### src/rtl/core/sscm_pkg.sv
// ----------------------------------------------------------------------------
// sscm_pkg
// Shared types, constants and the segment decode for the seven-segment
// counter multiplexer.
// ----------------------------------------------------------------------------
package sscm_pkg;

  // Default number of displayed digits
  localparam int DIGITS_DEF = 4;

  // Register reset values
  localparam logic [15:0] MASK_RESET  = 16'h01ff;
  localparam logic [15:0] START_RESET = 16'd1800;

  // Configuration register indexes
  localparam int          CFG_IDX_W       = 1;
  localparam logic [CFG_IDX_W-1:0] CFG_UPDATE_MASK = 1'b0;
  localparam logic [CFG_IDX_W-1:0] CFG_START_VALUE = 1'b1;

  // Queue depth between front and back
  localparam int QDEPTH = 2;

  // Divide by ten: q = (x * 52429) >> 19, exact for any 16-bit x
  localparam logic [16:0] DIV10_MUL   = 17'd52429;
  localparam int          DIV10_SHIFT = 19;

  // One queued scan tick
  typedef struct packed {
    logic        refresh;  // convert value and latch new patterns
    logic        tick;     // advance digit select
    logic        wrap;     // tick count rolls over, digit select restarts
    logic [15:0] value;    // counter value to convert
  } item_t;

  // Decimal digit to segments, bit0 = a .. bit6 = g
  function automatic logic [6:0] seg_of(input logic [3:0] d);
    logic [6:0] s;
    case (d)
      4'd0:    s = 7'h3f;
      4'd1:    s = 7'h06;
      4'd2:    s = 7'h5b;
      4'd3:    s = 7'h4f;
      4'd4:    s = 7'h66;
      4'd5:    s = 7'h6d;
      4'd6:    s = 7'h7d;
      4'd7:    s = 7'h07;
      4'd8:    s = 7'h7f;
      4'd9:    s = 7'h6f;
      default: s = 7'h00;
    endcase
    return s;
  endfunction

endpackage

### src/rtl/core/sscm_front.sv
// ----------------------------------------------------------------------------
// sscm_front
// Accepts scan ticks, keeps the tick count, update mask and counter, and
// classifies each tick into a queue entry for the back end.
// ----------------------------------------------------------------------------
module sscm_front import sscm_pkg::*; (
  input  logic                 clk,
  input  logic                 rst_n,
  input  logic                 in_valid,
  output logic                 in_stall,
  input  logic                 in_tick,
  input  logic                 cfg_wr_en,
  input  logic [CFG_IDX_W-1:0] cfg_index,
  input  logic [15:0]          cfg_data,
  input  logic                 q_full,
  output logic                 q_push,
  output item_t                q_item
);

  logic [15:0] tick_count_r, tick_count_nxt;
  logic [15:0] mask_r, mask_nxt;
  logic [15:0] counter_r, counter_nxt;
  logic        refresh;

  assign in_stall = q_full;
  assign q_push   = in_valid && !q_full;

  // Classify the tick
  assign refresh = in_tick && ((tick_count_r & mask_r) == 16'd0);

  always_comb begin
    q_item.refresh = refresh;
    q_item.tick    = in_tick;
    q_item.wrap    = in_tick && (tick_count_r == 16'hffff);
    q_item.value   = counter_r;
  end

  // Next state for count, mask and counter; user does config writes only when idle (block does not enforce)
  always_comb begin
    tick_count_nxt = tick_count_r;
    mask_nxt       = mask_r;
    counter_nxt    = counter_r;
    if (q_push && in_tick) begin
      tick_count_nxt = tick_count_r + 16'd1;
    end
    if (q_push && refresh) begin
      counter_nxt = counter_r + 16'd1;
    end
    if (cfg_wr_en) begin
      case (cfg_index)
        CFG_UPDATE_MASK: mask_nxt    = cfg_data;
        CFG_START_VALUE: counter_nxt = cfg_data;
        default: ;
      endcase
    end
  end

  always_ff @(posedge clk) begin
    if (!rst_n) begin
      tick_count_r <= 16'd0;
      mask_r       <= MASK_RESET;
      counter_r    <= START_RESET;
    end else begin
      tick_count_r <= tick_count_nxt;
      mask_r       <= mask_nxt;
      counter_r    <= counter_nxt;
    end
  end

endmodule

### src/rtl/core/sscm_fifo.sv
// ----------------------------------------------------------------------------
// sscm_fifo
// Short queue between the front and the back end.
// ----------------------------------------------------------------------------
module sscm_fifo import sscm_pkg::*; (
  input  logic  clk,
  input  logic  rst_n,
  input  logic  push,
  input  item_t wr_data,
  input  logic  pop,
  output item_t rd_data,
  output logic  full,
  output logic  empty
);

  localparam int PTR_W = (QDEPTH > 1) ? $clog2(QDEPTH) : 1;
  localparam int CNT_W = $clog2(QDEPTH + 1);

  item_t              mem_r [QDEPTH];
  logic [PTR_W-1:0]   wr_ptr_r, wr_ptr_nxt;
  logic [PTR_W-1:0]   rd_ptr_r, rd_ptr_nxt;
  logic [CNT_W-1:0]   count_r, count_nxt;
  logic               do_push, do_pop;

  assign full    = (count_r == CNT_W'(QDEPTH));
  assign empty   = (count_r == '0);
  assign do_push = push && !full;
  assign do_pop  = pop && !empty;
  assign rd_data = mem_r[rd_ptr_r];

  // Pointer and count update
  always_comb begin
    wr_ptr_nxt = wr_ptr_r;
    rd_ptr_nxt = rd_ptr_r;
    count_nxt  = count_r;
    if (do_push) begin
      wr_ptr_nxt = (wr_ptr_r == PTR_W'(QDEPTH - 1)) ? '0 : wr_ptr_r + 1'b1;
    end
    if (do_pop) begin
      rd_ptr_nxt = (rd_ptr_r == PTR_W'(QDEPTH - 1)) ? '0 : rd_ptr_r + 1'b1;
    end
    if (do_push && !do_pop) begin
      count_nxt = count_r + 1'b1;
    end else if (do_pop && !do_push) begin
      count_nxt = count_r - 1'b1;
    end
  end

  always_ff @(posedge clk) begin
    if (!rst_n) begin
      wr_ptr_r <= '0;
      rd_ptr_r <= '0;
      count_r  <= '0;
    end else begin
      wr_ptr_r <= wr_ptr_nxt;
      rd_ptr_r <= rd_ptr_nxt;
      count_r  <= count_nxt;
    end
  end

  // Storage
  always_ff @(posedge clk) begin
    if (do_push) begin
      mem_r[wr_ptr_r] <= wr_data;
    end
  end

endmodule

### src/rtl/core/sscm_back.sv
// ----------------------------------------------------------------------------
// sscm_back
// Digit pipeline: one divide-by-ten per stage, then the pattern store,
// digit select counter and output register.
// ----------------------------------------------------------------------------
module sscm_back import sscm_pkg::*; #(
  parameter int DIGITS = DIGITS_DEF
) (
  input  logic        clk,
  input  logic        rst_n,
  input  logic        q_empty,
  input  item_t       q_data,
  output logic        q_pop,
  output logic        out_valid,
  input  logic        out_stall,
  output logic [1:0]  out_digit_select,
  output logic [7:0]  out_segments,
  output logic [15:0] out_shown_value
);

  localparam int SEL_W = (DIGITS > 1) ? $clog2(DIGITS) : 1;

  typedef logic [DIGITS-1:0][6:0] pat_vec_t;

  // Pipeline stage registers, stage k holds digits below k
  logic        st_valid_r [DIGITS+1];
  item_t       st_item_r  [DIGITS+1];
  logic [15:0] st_rest_r  [DIGITS+1];
  pat_vec_t    st_pat_r   [DIGITS+1];

  // Per-stage divide results
  logic [32:0] prod    [DIGITS];
  logic [15:0] quot    [DIGITS];
  logic [3:0]  dig     [DIGITS];
  pat_vec_t    pat_nxt [DIGITS];

  // Display state
  pat_vec_t         pat_store_r;
  logic [15:0]      disp_r;
  logic [SEL_W-1:0] sel_r, sel_nxt;

  // Output register
  logic             out_valid_r;
  logic [1:0]       out_sel_r;
  logic [6:0]       out_seg_r;
  logic [15:0]      out_shown_r;

  logic             en;
  logic             fin_fire;
  item_t            fin;
  pat_vec_t         cur_pat;
  logic [15:0]      cur_disp;

  // Whole back end advances unless a held result is stalled
  assign en    = !out_valid_r || !out_stall;
  assign q_pop = en && !q_empty;

  // One decimal digit per stage
  always_comb begin
    for (int k = 0; k < DIGITS; k++) begin
      prod[k]    = st_rest_r[k] * DIV10_MUL;
      quot[k]    = 16'(prod[k] >> DIV10_SHIFT);
      dig[k]     = 4'(st_rest_r[k] - ((quot[k] << 3) + (quot[k] << 1)));
      pat_nxt[k] = st_pat_r[k];
      // leading zero blanks
      pat_nxt[k][k] = (dig[k] == 4'd0 && quot[k] == 16'd0) ? 7'h00 : seg_of(dig[k]);
    end
  end

  // Stage valid bits
  always_ff @(posedge clk) begin
    if (!rst_n) begin
      for (int k = 0; k <= DIGITS; k++) begin
        st_valid_r[k] <= 1'b0;
      end
    end else if (en) begin
      st_valid_r[0] <= !q_empty;
      for (int k = 0; k < DIGITS; k++) begin
        st_valid_r[k+1] <= st_valid_r[k];
      end
    end
  end

  // Stage payload
  always_ff @(posedge clk) begin
    if (en) begin
      st_item_r[0] <= q_data;
      st_rest_r[0] <= q_data.value;
      st_pat_r[0]  <= '0;
      for (int k = 0; k < DIGITS; k++) begin
        st_item_r[k+1] <= st_item_r[k];
        st_rest_r[k+1] <= quot[k];
        st_pat_r[k+1]  <= pat_nxt[k];
      end
    end
  end

  // Final stage: apply refresh, pick the active digit
  assign fin      = st_item_r[DIGITS];
  assign fin_fire = en && st_valid_r[DIGITS];
  assign cur_pat  = fin.refresh ? st_pat_r[DIGITS] : pat_store_r;
  assign cur_disp = fin.refresh ? fin.value : disp_r;

  always_comb begin
    sel_nxt = sel_r;
    if (fin.wrap) begin
      sel_nxt = '0;
    end else if (fin.tick) begin
      sel_nxt = (sel_r == SEL_W'(DIGITS - 1)) ? '0 : sel_r + 1'b1;
    end
  end

  always_ff @(posedge clk) begin
    if (!rst_n) begin
      pat_store_r <= '0;
      disp_r      <= 16'd0;
      sel_r       <= '0;
      out_valid_r <= 1'b0;
    end else begin
      if (en) begin
        out_valid_r <= st_valid_r[DIGITS];
      end
      if (fin_fire) begin
        pat_store_r <= cur_pat;
        disp_r      <= cur_disp;
        sel_r       <= sel_nxt;
      end
    end
  end

  always_ff @(posedge clk) begin
    if (fin_fire) begin
      out_sel_r   <= 2'(sel_r);
      out_seg_r   <= cur_pat[sel_r];
      out_shown_r <= cur_disp;
    end
  end

  assign out_valid        = out_valid_r;
  assign out_digit_select = out_sel_r;
  assign out_segments     = {1'b0, out_seg_r};
  assign out_shown_value  = out_shown_r;

endmodule

### src/rtl/core/seven_segment_counter_mux_core.sv
// ----------------------------------------------------------------------------
// seven_segment_counter_mux_core
// Multiplexed decimal seven-segment counter driver.
// ----------------------------------------------------------------------------
// Each transfer on the in_ channel is one scan tick (in_tick). Every tick
// gives one transfer on the out_ channel: the active digit index, its
// segment pattern (bit0 = a .. bit6 = g, point always off) and the value
// shown. When the tick count ANDed with update_mask is zero, the counter
// value is converted to decimal with leading zeros blanked, latched for
// display and then incremented.
// From input transfer to output valid, a tick passes through the queue,
// then the digit pipeline with one divide-by-ten stage per digit, then
// the output register. Throughput is one tick per cycle while out_stall is low.
// A two-entry queue sits between the front and the digit pipeline, so
// in_stall rises only once the queue fills while out_stall holds the
// back end; a stalled result holds its value.
// Reset clears the tick count, patterns and shown value, loads the
// counter with 1800 and the mask with 0x1ff. Writing start_value loads
// the counter at once.
// ----------------------------------------------------------------------------
module seven_segment_counter_mux_core import sscm_pkg::*; #(
  parameter int DIGITS = DIGITS_DEF
) (
  input  logic                 clk,
  input  logic                 rst_n,
  input  logic                 in_valid,
  output logic                 in_stall,
  input  logic                 in_tick,
  output logic                 out_valid,
  input  logic                 out_stall,
  output logic [1:0]           out_digit_select,
  output logic [7:0]           out_segments,
  output logic [15:0]          out_shown_value,
  input  logic                 cfg_wr_en,
  input  logic [CFG_IDX_W-1:0] cfg_index,
  input  logic [15:0]          cfg_data
);

  logic  q_push, q_pop, q_full, q_empty;
  item_t q_wr_item, q_rd_item;

  // Front: accept and classify
  sscm_front u_front (
    .clk       (clk),
    .rst_n     (rst_n),
    .in_valid  (in_valid),
    .in_stall  (in_stall),
    .in_tick   (in_tick),
    .cfg_wr_en (cfg_wr_en),
    .cfg_index (cfg_index),
    .cfg_data  (cfg_data),
    .q_full    (q_full),
    .q_push    (q_push),
    .q_item    (q_wr_item)
  );

  // Queue
  sscm_fifo u_fifo (
    .clk     (clk),
    .rst_n   (rst_n),
    .push    (q_push),
    .wr_data (q_wr_item),
    .pop     (q_pop),
    .rd_data (q_rd_item),
    .full    (q_full),
    .empty   (q_empty)
  );

  // Back: digit conversion and display
  sscm_back #(
    .DIGITS (DIGITS)
  ) u_back (
    .clk              (clk),
    .rst_n            (rst_n),
    .q_empty          (q_empty),
    .q_data           (q_rd_item),
    .q_pop            (q_pop),
    .out_valid        (out_valid),
    .out_stall        (out_stall),
    .out_digit_select (out_digit_select),
    .out_segments     (out_segments),
    .out_shown_value  (out_shown_value)
  );

endmodule

### config.mk
export PLATFORM = sky130hd
export DESIGN_NAME = seven_segment_counter_mux_core
export DESIGN_NICKNAME = d
export VERILOG_FILES = /design/src/rtl/core/sscm_pkg.sv /design/src/rtl/core/sscm_front.sv /design/src/rtl/core/sscm_fifo.sv /design/src/rtl/core/sscm_back.sv /design/src/rtl/core/seven_segment_counter_mux_core.sv
export SDC_FILE = /design/constraint.sdc
export NUM_CORES = 1
export LEC_CHECK = 0
export ABC_AREA = 1
export BUFFER_PORTS_ARGS = -buffer_cell sky130_fd_sc_hd__buf_2
export CAP_MARGIN = 15
export CORE_ASPECT_RATIO = 0.8
export CORE_MARGIN = 2
export CORE_UTILIZATION = 54
export CTS_BUF_LIST = sky130_fd_sc_hd__clkbuf_4
export DETAILED_ROUTE_END_ITERATION = 12
export PLACE_DENSITY_LB_ADDON = 0.08
export RECOVER_POWER = 100
export SLEW_MARGIN = 40
export SYNTH_ARGS = -nofsm -noshare
export SYNTH_HDL_FRONTEND = slang
export SYNTH_SLANG_ARGS = --single-unit
### constraint.sdc
create_clock -name clk -period 9 [get_ports clk]
set_input_delay 0.45 -clock clk [delete_from_list [all_inputs] [get_ports clk]]
set_output_delay 0.45 -clock clk [all_outputs]
set_load 0.03 [all_outputs]
* Yosys cells after proc, flatten, opt, wreduce, memory -nomap -nowiden
Memories as Yosys holds them, arrays and structs flattened. A register that Yosys moved wholly into a read port is not among the register bits.
Index checks and enable logic that the tools add are counted.
** Word-level totals
- Flip-flop bits (word level) :: 124
- Latch bits :: 0
- RAM bits :: 358
- Memory bits (read-only) :: 448
- Input bits :: 23
- Output and inout port bits :: 28
- Logic and storage cells :: 123
- Memories kept :: 9
** Memories
- u_back.st_pat_r :: depth 5, width 28, rd ports 5, clocked after memory_dff 0, wr ports 5, RTL line sscm_back.sv:29 : pat_vec_t st_pat_r [DIGITS+1];
- (name not given) :: depth 16, width 7, rd ports 1, clocked after memory_dff 0, wr ports 0, RTL line sscm_pkg.sv:38 : case (d)
- (name not given) :: depth 16, width 7, rd ports 1, clocked after memory_dff 0, wr ports 0, RTL line sscm_pkg.sv:38
- (name not given) :: depth 16, width 7, rd ports 1, clocked after memory_dff 0, wr ports 0, RTL line sscm_pkg.sv:38
- (name not given) :: depth 16, width 7, rd ports 1, clocked after memory_dff 0, wr ports 0, RTL line sscm_pkg.sv:38
- u_back.st_item_r :: depth 5, width 19, rd ports 5, clocked after memory_dff 0, wr ports 5, RTL line sscm_back.sv:27 : item_t st_item_r [DIGITS+1];
- 3 more memories
** Operators by class
- Add/subtract/negate cells :: 15
- Multipliers :: 4
- Divide/modulo/power cells :: 0
- Magnitude comparators :: 1
- Equality and inequality tests :: 3
- Shift operators :: 0
- Muxes and demuxes :: 32
- Bitwise operators :: 7
- Reduce and logical (&&, ||, !) cells :: 36
** Operators by type and width (count)
- $mul A16 B16 Y32 const B :: 4
- $logic_not A16 Y1 :: 5
- $mux W16 :: 4
- $mux W7 :: 5
- $add A16 B1 Y16 const B :: 2
- $mux W28 :: 1
- $add A4 B4 Y4 :: 4
- $and A16 B16 Y16 :: 1
- $eq A16 B16 Y1 const B :: 1
- $logic_not A4 Y1 :: 4
- $mux W1 :: 16
- $sub A4 B4 Y4 :: 4
- $logic_and A1 B1 Y1 :: 15
- $bmux W7 S2 :: 1
- $mux W2 :: 5
- $logic_not A1 Y1 :: 6
- $or A1 B1 Y1 :: 5
- $add A2 B1 Y2 const B :: 2
- $eq A2 B2 Y1 const B :: 2
- $reduce_and A2 Y1 :: 2
- $reduce_bool A2 Y1 :: 2
- $lt A2 B3 Y1 const B :: 1
- $add A1 B1 Y1 const B :: 2
- $logic_not A2 Y1 :: 1
- 3 further kinds :: 3

* Longest topological paths before layout
Gate-level depths: netlist of run 1.
- Word-level depth :: 8
- Gate-level depth with buffers :: 35
- Mapped depth without buffers :: 35

* Cells and area by module
From an unflattened synthesis of run 1, not the netlist that was laid out.
** Unflattened totals
- Cells, all modules :: 4090
- Area total of the unflattened synthesis :: 34897.2 sq um
** Modules (own cells, without submodules)
- sscm_back :: instances 1, cells an instance 3544, area an instance 30371.6 sq um, seq. area each 7967.6 sq um
- sscm_front :: instances 1, cells an instance 449, area an instance 2856.5 sq um, seq. area each 960.9 sq um
- sscm_fifo :: instances 1, cells an instance 97, area an instance 1669.1 sq um, seq. area each 1241.2 sq um

* Worst setup path before layout of run 1
No wires, ideal clock.
- Kind :: input to register
- Start :: in out_stall
- End :: reg u_back.out_sel_r[0], in the netlist u_back.out_digit_select[0] (enable)
- Library setup time :: 0.399 ns
- Arrival :: 6.826 ns
- Data required time :: 8.601 ns
- Setup slack :: 1.775 ns
- Stages :: 5
- Path buffers :: 2
- Cells stage by stage :: nand2_1 -> inv_1 -> nor2_1 -> clkbuf_1 -> clkbuf_1
** Between the ends
- Word-level cells in the longest chain between the ends :: 3
** RTL lines
- start, declared :: RTL line seven_segment_counter_mux_core.sv:30 : input logic out_stall,
- $logic_not A1 Y1 :: RTL line sscm_back.sv:55 : assign en = !out_valid_r || !out_stall;
- $logic_or A1 B1 Y1 :: RTL line sscm_back.sv:55
- $logic_and A1 B1 Y1 :: RTL line sscm_back.sv:100 : assign fin_fire = en && st_valid_r[DIGITS];
- via u_back.fin_fire :: RTL line sscm_back.sv:49 : logic fin_fire;
- end signal, assigned :: RTL line sscm_back.sv:133 : out_sel_r <= 2'(sel_r);
- end, declared :: RTL line sscm_back.sv:44 : logic [1:0] out_sel_r;
The timed path passes the listed nets, and every way through them passes these cells.
A chain may end at the register's enable or synchronous reset.

* Worst setup path after layout of run 1
- Start :: reg u_back.out_valid_r, in the netlist u_back.out_valid, read port of u_back.st_valid_r
- End :: reg u_back.disp_r[1]
** Between the ends
- Word-level cells in the longest chain between the ends :: 3
** RTL lines
- start, declared :: RTL line sscm_back.sv:43 : logic out_valid_r;
- $logic_not A1 Y1 :: RTL line sscm_back.sv:55
- $logic_or A1 B1 Y1 :: RTL line sscm_back.sv:55
- $logic_and A1 B1 Y1 :: RTL line sscm_back.sv:100
- end signal, assigned :: RTL line sscm_back.sv:125 : disp_r <= cur_disp;
- end, declared :: RTL line sscm_back.sv:39 : logic [15:0] disp_r;
Every way passes these cells.

==> impl_metrics.py, run 1 <==
metrics = {
    "outcome": {
        "status": "finished with violations",
        "violations": "max-capacitance violations, max-slew violations",
    },
    "cells_and_area": {
        "seq_area_sq_um": 10200,
        "final_cell_mix": "945 x inv_1, 884 x nand2_1, 539 x ha_1",
        "nets": 4927,
        "final_common_cell": "inv_1",
        "fill_cells": 5785,
        "drive_above_1_share_pct": 4.97,
        "multi_input_area_sq_um": 20200,
        "areaGrowthSynthToFinish_pct": 7.26,
    },
    "cts": {
        "post_cts_buffers": 0,
        "cts_hold_buf": 18,
        "h-tree-depth": 3,
        "cts_root_buffer": "clkbuf_4",
        "clk_latency_ps": 820,
        "cts_buffers": 93,
        "clockBufferDepth": 3,
        "ctsResizeCount": 0,
        "clkTransAtPathRegs_ps": 70,
        "cts_sinks": 372,
        "cts_tree": "built",
    },
    "timing": {
        "finClkSkew_ps": 76.2,
        "timing.final.max_slew_violations": 444,
        "fin_crit_ps": 6770,
        "setup_viol": 0,
        "max_freq_ghz": 0.148,
        "period_share_pct": 75.2,
        "tightest_slew_ps": 4210,
        "hold_viol": 0,
        "setup_tns_ps": 0,
        "max-slew-margin-rel_pct": -181,
        "rsz0062_at_grt": "no",
    },
    "worst_setup_path": {
        "path_delay_family": "buffers and inverters",
        "r2r_end": "u_back.disp_r[1]",
        "worstPathArrival_ps": 7380,
        "cp_slowest_cell": "clkbuf_1",
        "worstSetupStartpointType": "register",
        "r2r-start": "u_back.out_valid",
        "worst-path-buf-inv": 3,
        "crit_required_ps": 9610,
        "path_cells": "nand2_1, inv_1, nor2_4, clkbuf_1, inv_2, o21ai_0, a21oi_1",
        "worstPathMaxFanout": 83,
        "worstSetupPathType": "register to register",
        "path_depth": 7,
        "end_kind": "register",
        "reg2regPathDepth": 7,
        "max_stage_delay_ps": 2580,
        "r2r_slack_ps": 2230,
    },
    "global_routing": {
        "grt_max_degree": 86,
        "grt_pass1_vias": 24200,
        "grt.total_usage_pct": 24.7,
        "antenna_found_initial": 4,
        "grt_pass1_wl_mm": 128,
        "grt.overflow.total": 0,
    },
    "yosys": {
        "ys_seq_area_share_pct": 29.8,
        "syn_area_sq_um": 34200,
        "ys_ff_latch": 372,
        "synth-main-ff-cell": "edfxtp_1",
        "synth-async-reset-ratio_pct": 0,
        "ys_warn_count": 0,
        "synth_cells": 3972,
        "synth.area.top_cells": "edfxtp_1 24%, ha_1 20%, fa_1 15%, inv_1 10%, nand2_1 9.6%",
        "synth_nets": 4795,
        "yosysTopAreaCell": "edfxtp_1",
        "synth-edff-count": 272,
        "yosysUniqueCellTypes": 47,
        "synth_top_area_share_pct": 23.9,
        "syn_area_per_cell_sq_um": 8.60,
    },
    "placement": {
        "portBuffers": 49,
        "finalWeightedCongestion": 0.956,
        "dpl.hpwl_mm": 64.8,
    },
    "floorplanning": {
        "die_x_um": 285,
        "die_area_sq_um": 65300,
        "initial_utilization_pct": 54.6,
        "die_h_um": 229,
        "coreArea_sq_um": 62600,
        "io_pins": 51,
        "rows": 82,
    },
    "route": {
        "drt_iter0_drc": 1980,
        "drc": 0,
        "drt_first_pass_iters": 5,
        "wl_per_cell_um": 15.6,
        "viasPerCell": 5.01,
        "vias": 25200,
        "antenna_left": 0,
        "routed_wl_mm": 78.3,
    },
    "min_path": {
        "min_path_type": "primary input to register",
        "hold_end": "u_front.mask_r[0]",
        "hold_start": "cfg_index",
        "hold_depth": 5,
    },
    "flow_run": {
        "drv_cap": 6,
    },
}
-- worst max-delay path by stage --
| stage | from | end | slack (ps) |
|---|---|---|---|
| final | u_back.out_valid | u_back.disp_r[1] | 2230 |
| after global routing | u_back.out_valid | u_back.disp_r[1] | 1310 |
| after CTS | u_back.st_rest_r[0][25] | u_back.st_pat_r[0][69] | 2540 |
| after detailed placement | u_back.st_item_r[0][1] | u_back.st_pat_r[0][32] | 2590 |
| after global placement | u_back.st_item_r[0][3] | u_back.st_pat_r[0][31] | 2580 |
| after floorplan | out_stall | u_back.out_digit_select[0] | 1770 |
-- synthesized netlist by cell type (all sizes together) (9+ instances only) --
cell,number
inv,946
nand2,891
ha,539
nor2,300
edfxtp,272
fa,261
o21ai,130
nand3,126
a21oi,124
dfxtp,100
nand4,36
nor3,36
a211oi,30
clkbuf,30
mux2,19
nand3b,17
xor2,17
o21bai,12
xnor2,12
buf,9
o211ai,9
-- state kept, by name, indices dropped and copies added (netlist names), 5 cells and up, named ones only --
register and cells:
u_front.mask_r 16, u_back.st_pat_r 70, u_back.disp_r 16, u_back.st_item_r 95, u_back.pat_store_r 28, u_back.out_shown_value 16, u_front.tick_count_r 16, u_front.counter_r 16
u_back.out_seg_r 7, u_back.st_rest_r 39, u_back.st_valid_r 5, u_fifo.mem_r 38
-- layout make-up --
| cell class | count | area share (%) |
|---|---|---|
| Antenna cell | 1 | 0.00683 |
| Timing Repair Buffer | 76 | 1.16 |
| Clock buffer | 133 | 2.72 |
| Clock inverter | 42 | 0.632 |
| Tap cell | 840 | 2.87 |
| Inverter | 949 | 9.72 |
| Multi-Input combinational cell | 2612 | 55.1 |
| Sequential cell | 372 | 27.8 |
-- layer usage --
layer	global-route usage [%]	routed length, um	vias to the layer above
li1	-	-	12800
met1	39.8	41100	11500
met2	32.6	29600	685
met3	6.60	6400	90
met4	4.58	1130	2
met5	0	4	-
-- worst min-delay path: cells and delay by family --
family                 cells  cell delay [ps]
buffers and inverters      2              380
AND/OR/NAND/NOR            3              250
-- metrics by stage --
stage                     utilization (%)  cell area, sq um  std cells  worst slack (ps)  hold slack (ps)
after floorplan                         -             34200       3972              1770              400
after global placement               56.6             35400       4831              2580              401
after detailed placement             56.6             35400       4831              2590              405
after CTS                            58.8             36800       5024              2540             47.8
after global routing                 58.6             36600       5025              1310              332
final                                58.6             36600       5025              2230              359
-- cell families (layout without fill, tap and decap cells) --
group,after synthesis,after routing,share of synthesized area [%]
flip-flops,372,372,29.8
other,1,2,0.0110
AND/OR/NAND/NOR,1426,1426,17.3
XOR/XNOR,29,29,0.743
buffers and inverters,988,1200,10.9
adder cells (fa/ha/maj),800,800,35.0
multiplexers,26,26,0.831
AO/OA/AOI/OAI,330,330,5.42
Power of run 1 is not shown: default switching activity piles up to over one toggle a cycle in this logic, so the estimate is an artifact.
==> run 2, diff against run 1 <==
==> constraint.sdc (replaced) <==
create_clock -name clk -period 5.4 [get_ports clk]
set_input_delay 0.27 -clock clk [delete_from_list [all_inputs] [get_ports clk]]
set_output_delay 0.27 -clock clk [all_outputs]
set_load 0.03 [all_outputs]
==> run 2 against run 1 <==
The flow finishes with violations (negative setup slack). Sequential share of layout area is 3.9 points lower. Global-route usage is 1.4 points higher. Final cell count is 10% higher. Maximum frequency is 13% higher. Utilization is 9.6 points higher. Worst setup slack worse by 2800 ps. Worst hold slack worse by 270 ps. Critical endpoint is now u_back.st_pat_r[0][33].
==> impl_metrics.py, run 2 (same netlist as run 1, synthesis figures left out) <==
metrics = {
    "worst_setup_path": {
        "reg2regPathDepth": 27,
        "worst-path-buf-inv": 6,
        "path_delay_family": "adder cells",
        "crit_required_ps": 5900,
        "end_kind": "register",
        "worstPathMaxFanout": 7,
        "path_depth": 27,
        "worstSetupStartpointType": "register",
        "cp_slowest_cell": "fa_2",
        "worstPathArrival_ps": 6480,
        "max_stage_delay_ps": 580,
        "worstSetupPathType": "register to register",
    },
    "timing": {
        "period_share_pct": 111,
        "rsz0062_at_grt": "yes",
        "timing.final.max_slew_violations": 0,
        "hold_viol": 0,
        "finClkSkew_ps": 92.2,
        "fin_crit_ps": 5980,
        "setup_slack_ps": -579,
        "max-slew-margin-rel_pct": 46.5,
        "max_freq_ghz": 0.167,
        "tightest_slew_ps": 800,
        "setup_viol": 28,
    },
    "route": {
        "drc": 0,
        "antenna_left": 0,
        "viasPerCell": 4.91,
        "vias": 27200,
        "drt_iter0_drc": 1609,
        "wl_per_cell_um": 15.0,
        "drt_first_pass_iters": 6,
        "routed_wl_mm": 83.5,
    },
    "cells_and_area": {
        "seq_area_sq_um": 10200,
        "top_register": "u_back.st_item_r",
        "final_cell_mix": "888 x inv_1, 798 x nand2_1, 505 x buf_4",
        "nets": 5453,
        "finalNonFillerCells": 5546,
        "areaGrowthSynthToFinish_pct": 24.8,
        "final_common_cell": "inv_1",
        "largest_registers": "u_back.st_item_r: 95 flops, u_back.st_pat_r: 70 flops, u_back.st_rest_r: 39 flops",
        "drive_above_1_share_pct": 23.0,
        "largest_register_ffs": 95,
        "multi_input_area_sq_um": 22100,
        "fill_cells": 5027,
    },
    "global_routing": {
        "grt.total_usage_pct": 26.1,
        "grt_max_degree": 86,
        "grt.overflow.total": 0,
        "antenna_found_initial": 1,
        "grt_pass1_wl_mm": 137,
        "grt_pass1_vias": 26900,
    },
    "cts": {
        "h-tree-depth": 3,
        "cts_root_buffer": "clkbuf_4",
        "clockBufferDepth": 3,
        "clk_latency_ps": 840,
        "cts_buffers": 89,
        "cts_sinks": 372,
        "clkTransAtPathRegs_ps": 70,
        "cts_tree": "built",
    },
    "floorplanning": {
        "coreArea_sq_um": 62600,
        "io_pins": 51,
        "die_area_sq_um": 65300,
        "initial_utilization_pct": 54.6,
        "die_h_um": 229,
        "rows": 82,
        "die_x_um": 285,
    },
    "outcome": {
        "violations": "negative setup slack",
        "status": "finished with violations",
    },
    "placement": {
        "dpl.hpwl_mm": 67.3,
        "place_inst": 5248,
        "portBuffers": 49,
        "finalWeightedCongestion": 0.904,
    },
    "min_path": {
        "hold_depth": 3,
        "min_path_type": "primary input to register",
    },
    "flow_run": {
        "drv_cap": 0,
    },
}
-- run 2: worst paths after layout --
kind,start,end,slack [ps]
worst max register to register,u_back.st_item_r[0][3],u_back.st_pat_r[0][33],-580
worst min register to register,u_back.st_item_r[0][50],u_back.st_item_r[0][69],350
worst min-delay path,out_stall,u_back.out_valid,80
worst max-delay path,u_back.st_item_r[0][3],u_back.st_pat_r[0][33],-580
-- run 2: metrics by stage --
stage	hold slack (ps)	setup WS [ps]	util [%]	TNS, ps	cell area, sq um
finish	84.7	-579	68.1	-9170	42600
global route	83.6	-797	68.1	-15920	42600
CTS	48.5	-466	66.6	-8210	41700
detailed placement	405	-586	62.3	-11810	39000
global placement	401	-521	62.2	-10090	38900
floorplan	369	-199	-	-1280	34600
-- run 2: area by class of cell --
type                            count  area share, %
Multi-Input combinational cell   2612           51.7
Sequential cell                   372           23.9
Timing Repair Buffer              606           10.8
Inverter                          949           8.38
Tap cell                          840           2.47
Clock buffer                      132           2.32
Clock inverter                     31          0.408
Antenna cell                        4         0.0235
-- run 2: repair_timing --
action / 4_1_cts / 5_1_grt
gates resized for setup: 159 / 157
buffers inserted: 67 / 34
endpoints found under the setup margin: 28 / 31
endpoints found under the hold margin: 42 / 0
hold buffers: 30 / 0
pin swaps: 103 / 106
-- run 2: worst reg2reg max path, stage by stage, from the launching register on --
cell	delay, ps
edfxtp_1	460
buf_4	190
ha_4	260
inv_1	50
fa_1	490
inv_1	50
fa_1	460
fa_2	580
fa_1	430
fa_1	490
ha_4	310
buf_4	120
nand4_1	150
nor3_1	170
nand2_1	90
nand2_1	80
nand2_2	60
nand2_2	80
inv_2	60
ha_4	290
ha_4	130
nand2_2	60
inv_2	50
nand4_1	110
nor2_2	120
nand3_2	100
nor2_4	190
nor2_1	80
-- run 2: routing by layer --
layer  GRT usage (%)  up-vias  part of all wire, %
met3            5.29      105                  6.8
met1            39.1    12600                   49
met4            5.22        0                  1.7
met5               0        -                    0
li1                -    13900                    -
met2            39.1      667                   42
Power of run 2 is left out for the same reason.
==> run 3, diff against run 2 <==
--- a/config.mk
+++ b/config.mk
@@ -6,13 +6,13 @@
 export NUM_CORES = 1
 export LEC_CHECK = 0
 export ABC_AREA = 1
-export BUFFER_PORTS_ARGS = -buffer_cell sky130_fd_sc_hd__buf_2
 export CAP_MARGIN = 15
 export CORE_ASPECT_RATIO = 0.8
 export CORE_MARGIN = 2
 export CORE_UTILIZATION = 54
 export CTS_BUF_LIST = sky130_fd_sc_hd__clkbuf_4
 export DETAILED_ROUTE_END_ITERATION = 12
+export DONT_BUFFER_PORTS = 1
 export PLACE_DENSITY_LB_ADDON = 0.08
 export RECOVER_POWER = 100
 export SLEW_MARGIN = 40
==> run 3 against run 2 <==
The flow finishes with violations (max-capacitance violations, max-slew violations, negative setup slack). Register-to-register slack gained 60 ps. Critical path depth stayed put. Via count down 1.3%. Cell area down 1.9%. Final cell count down 1.1%. Sequential share of layout area rose by 0.45 points. Count of clock-buffer cells in the layout up 1. Worst hold slack better by 54 ps. Global-route usage down 0.44 points. First-iteration DRC count rose by 5.3%. Die area is the same. Flip-flop and latch count stayed put. Critical endpoint is now u_back.st_pat_r[0][69]. Largest cell class unchanged.
==> impl_metrics.py, run 3 (same netlist as run 1, synthesis figures left out) <==
metrics = {
    "worst_setup_path": {
        "max_stage_delay_ps": 510,
        "worstSetupStartpointType": "register",
        "worstPathMaxFanout": 3,
        "r2r_slack_ps": -520,
        "end_kind": "register",
        "worstPathArrival_ps": 6520,
        "r2r-start": "u_back.st_rest_r[0][17]",
        "critPathMostFrequentCell": "fa_1",
        "r2r_end": "u_back.st_pat_r[0][69]",
        "reg2regPathDepth": 27,
        "worstSetupPathType": "register to register",
        "crit_required_ps": 6000,
        "cp_slowest_cell": "fa_1",
    },
    "cells_and_area": {
        "areaGrowthSynthToFinish_pct": 22.4,
        "drive_above_1_share_pct": 19.9,
        "fill_cells": 5261,
        "final_common_cell": "inv_1",
        "final_cell_mix": "892 x inv_1, 813 x nand2_1, 472 x ha_1",
        "largest_register_ffs": 95,
        "top_register": "u_back.st_item_r",
        "nets": 5391,
        "largest_registers": "u_back.st_item_r: 95 flops, u_back.st_pat_r: 70 flops, u_back.st_rest_r: 39 flops",
    },
    "placement": {
        "dpl.hpwl_mm": 66.2,
        "finalWeightedCongestion": 0.895,
        "portBuffers": 0,
    },
    "route": {
        "viasPerCell": 4.90,
        "antenna_left": 0,
        "wl_per_cell_um": 15.0,
        "drt_first_pass_iters": 5,
        "routed_wl_mm": 82.4,
        "drt_iter0_drc": 1694,
        "drc": 0,
        "vias": 26900,
    },
    "cts": {
        "cts_buffers": 90,
        "clockBufferDepth": 3,
        "clkTransAtPathRegs_ps": 80,
        "h-tree-depth": 3,
        "cts_tree": "built",
        "cts_root_buffer": "clkbuf_4",
        "cts_sinks": 372,
        "clk_latency_ps": 820,
    },
    "outcome": {
        "violations": "max-capacitance violations, max-slew violations, negative setup slack",
        "status": "finished with violations",
    },
    "timing": {
        "timing.final.max_slew_violations": 357,
        "hold_viol": 0,
        "period_share_pct": 110,
        "rsz0062_at_grt": "yes",
        "setup_tns_ps": -11540,
        "timing.hold.ws_ps": 139,
        "setup_slack_ps": -520,
        "tightest_slew_ps": 3150,
        "max-slew-margin-rel_pct": -110,
        "fin_crit_ps": 5920,
        "max_freq_ghz": 0.169,
        "finClkSkew_ps": 87.8,
        "setup_viol": 29,
    },
    "min_path": {
        "hold_depth": 3,
        "min_path_type": "primary input to register",
        "hold_end": "u_front.mask_r[3]",
        "hold_start": "cfg_data[3]",
    },
    "global_routing": {
        "grt.overflow.total": 0,
        "grt.total_usage_pct": 25.6,
        "grt_pass1_wl_mm": 134,
        "grt_pass1_vias": 26100,
        "antenna_found_initial": 3,
        "grt_max_degree": 104,
    },
    "floorplanning": {
        "die_h_um": 229,
        "io_pins": 51,
        "die_area_sq_um": 65300,
        "initial_utilization_pct": 54.6,
        "coreArea_sq_um": 62600,
        "die_x_um": 285,
        "rows": 82,
    },
    "flow_run": {
        "drv_cap": 5,
    },
}
[run 3: cell type report]
class	count	area, sq um	share of cell area [%]
Multi-Input combinational cell	2612	21600	51.7
Sequential cell	372	10200	24.3
Timing Repair Buffer	543	4180	9.99
Inverter	949	3570	8.53
Tap cell	840	1050	2.51
Clock buffer	133	998	2.39
Clock inverter	34	233	0.556
Antenna cell	1	2.50	0.00598
[run 3: critical path, delay by kind of cell (launching register included)]
family | cells | cell delay [ps]
compound gates | 2 | 350
fa+ha+maj | 9 | 3400
buf+inv | 7 | 480
flops | 1 | 410
simple gates | 9 | 1040
[run 3: worst max path at each step]
stage                     depth (start not counted)               startpoint  slack (ps)                endpoint
after floorplan                                  31   u_back.st_item_r[0][2]        -200  u_back.st_pat_r[0][34]
after global placement                           32   u_back.st_item_r[0][3]        -540  u_back.st_pat_r[0][33]
after detailed placement                         27   u_back.st_item_r[0][7]        -620  u_back.st_pat_r[0][33]
after CTS                                        31   u_back.st_item_r[0][3]        -550  u_back.st_pat_r[0][33]
after global routing                             32   u_back.st_item_r[0][3]        -770  u_back.st_pat_r[0][33]
final                                            27  u_back.st_rest_r[0][17]        -520  u_back.st_pat_r[0][69]
[run 3: what timing repair did]
item	4_1_cts	5_1_grt
resized for setup	133	124
hold buffers	43	0
buffers inserted	65	21
pin swaps	80	80
hold endpoints to repair	114	0
endpoints found under the setup margin	28	34
[run 3: layer usage]
metal,vias to the layer above,track usage [%],part of all wire (%)
met5,-,0,0
met4,0,5.30,1.6
met3,98,4.97,6.1
met2,626,36.3,41
met1,12400,40.3,51
li1,13800,-,-
[run 3: metrics by stage]
step / worst slack (ps) / area (sq um) / std cells / utilization, %
after floorplan: -199 / 34600 / 3972 / -
after global placement: -536 / 38700 / 5191 / 61.8
after detailed placement: -621 / 38700 / 5191 / 61.8
after CTS: -548 / 41400 / 5465 / 66.1
after global routing: -771 / 41800 / 5484 / 66.8
final: -520 / 41800 / 5484 / 66.8
Power of run 3 is left out for the same reason.
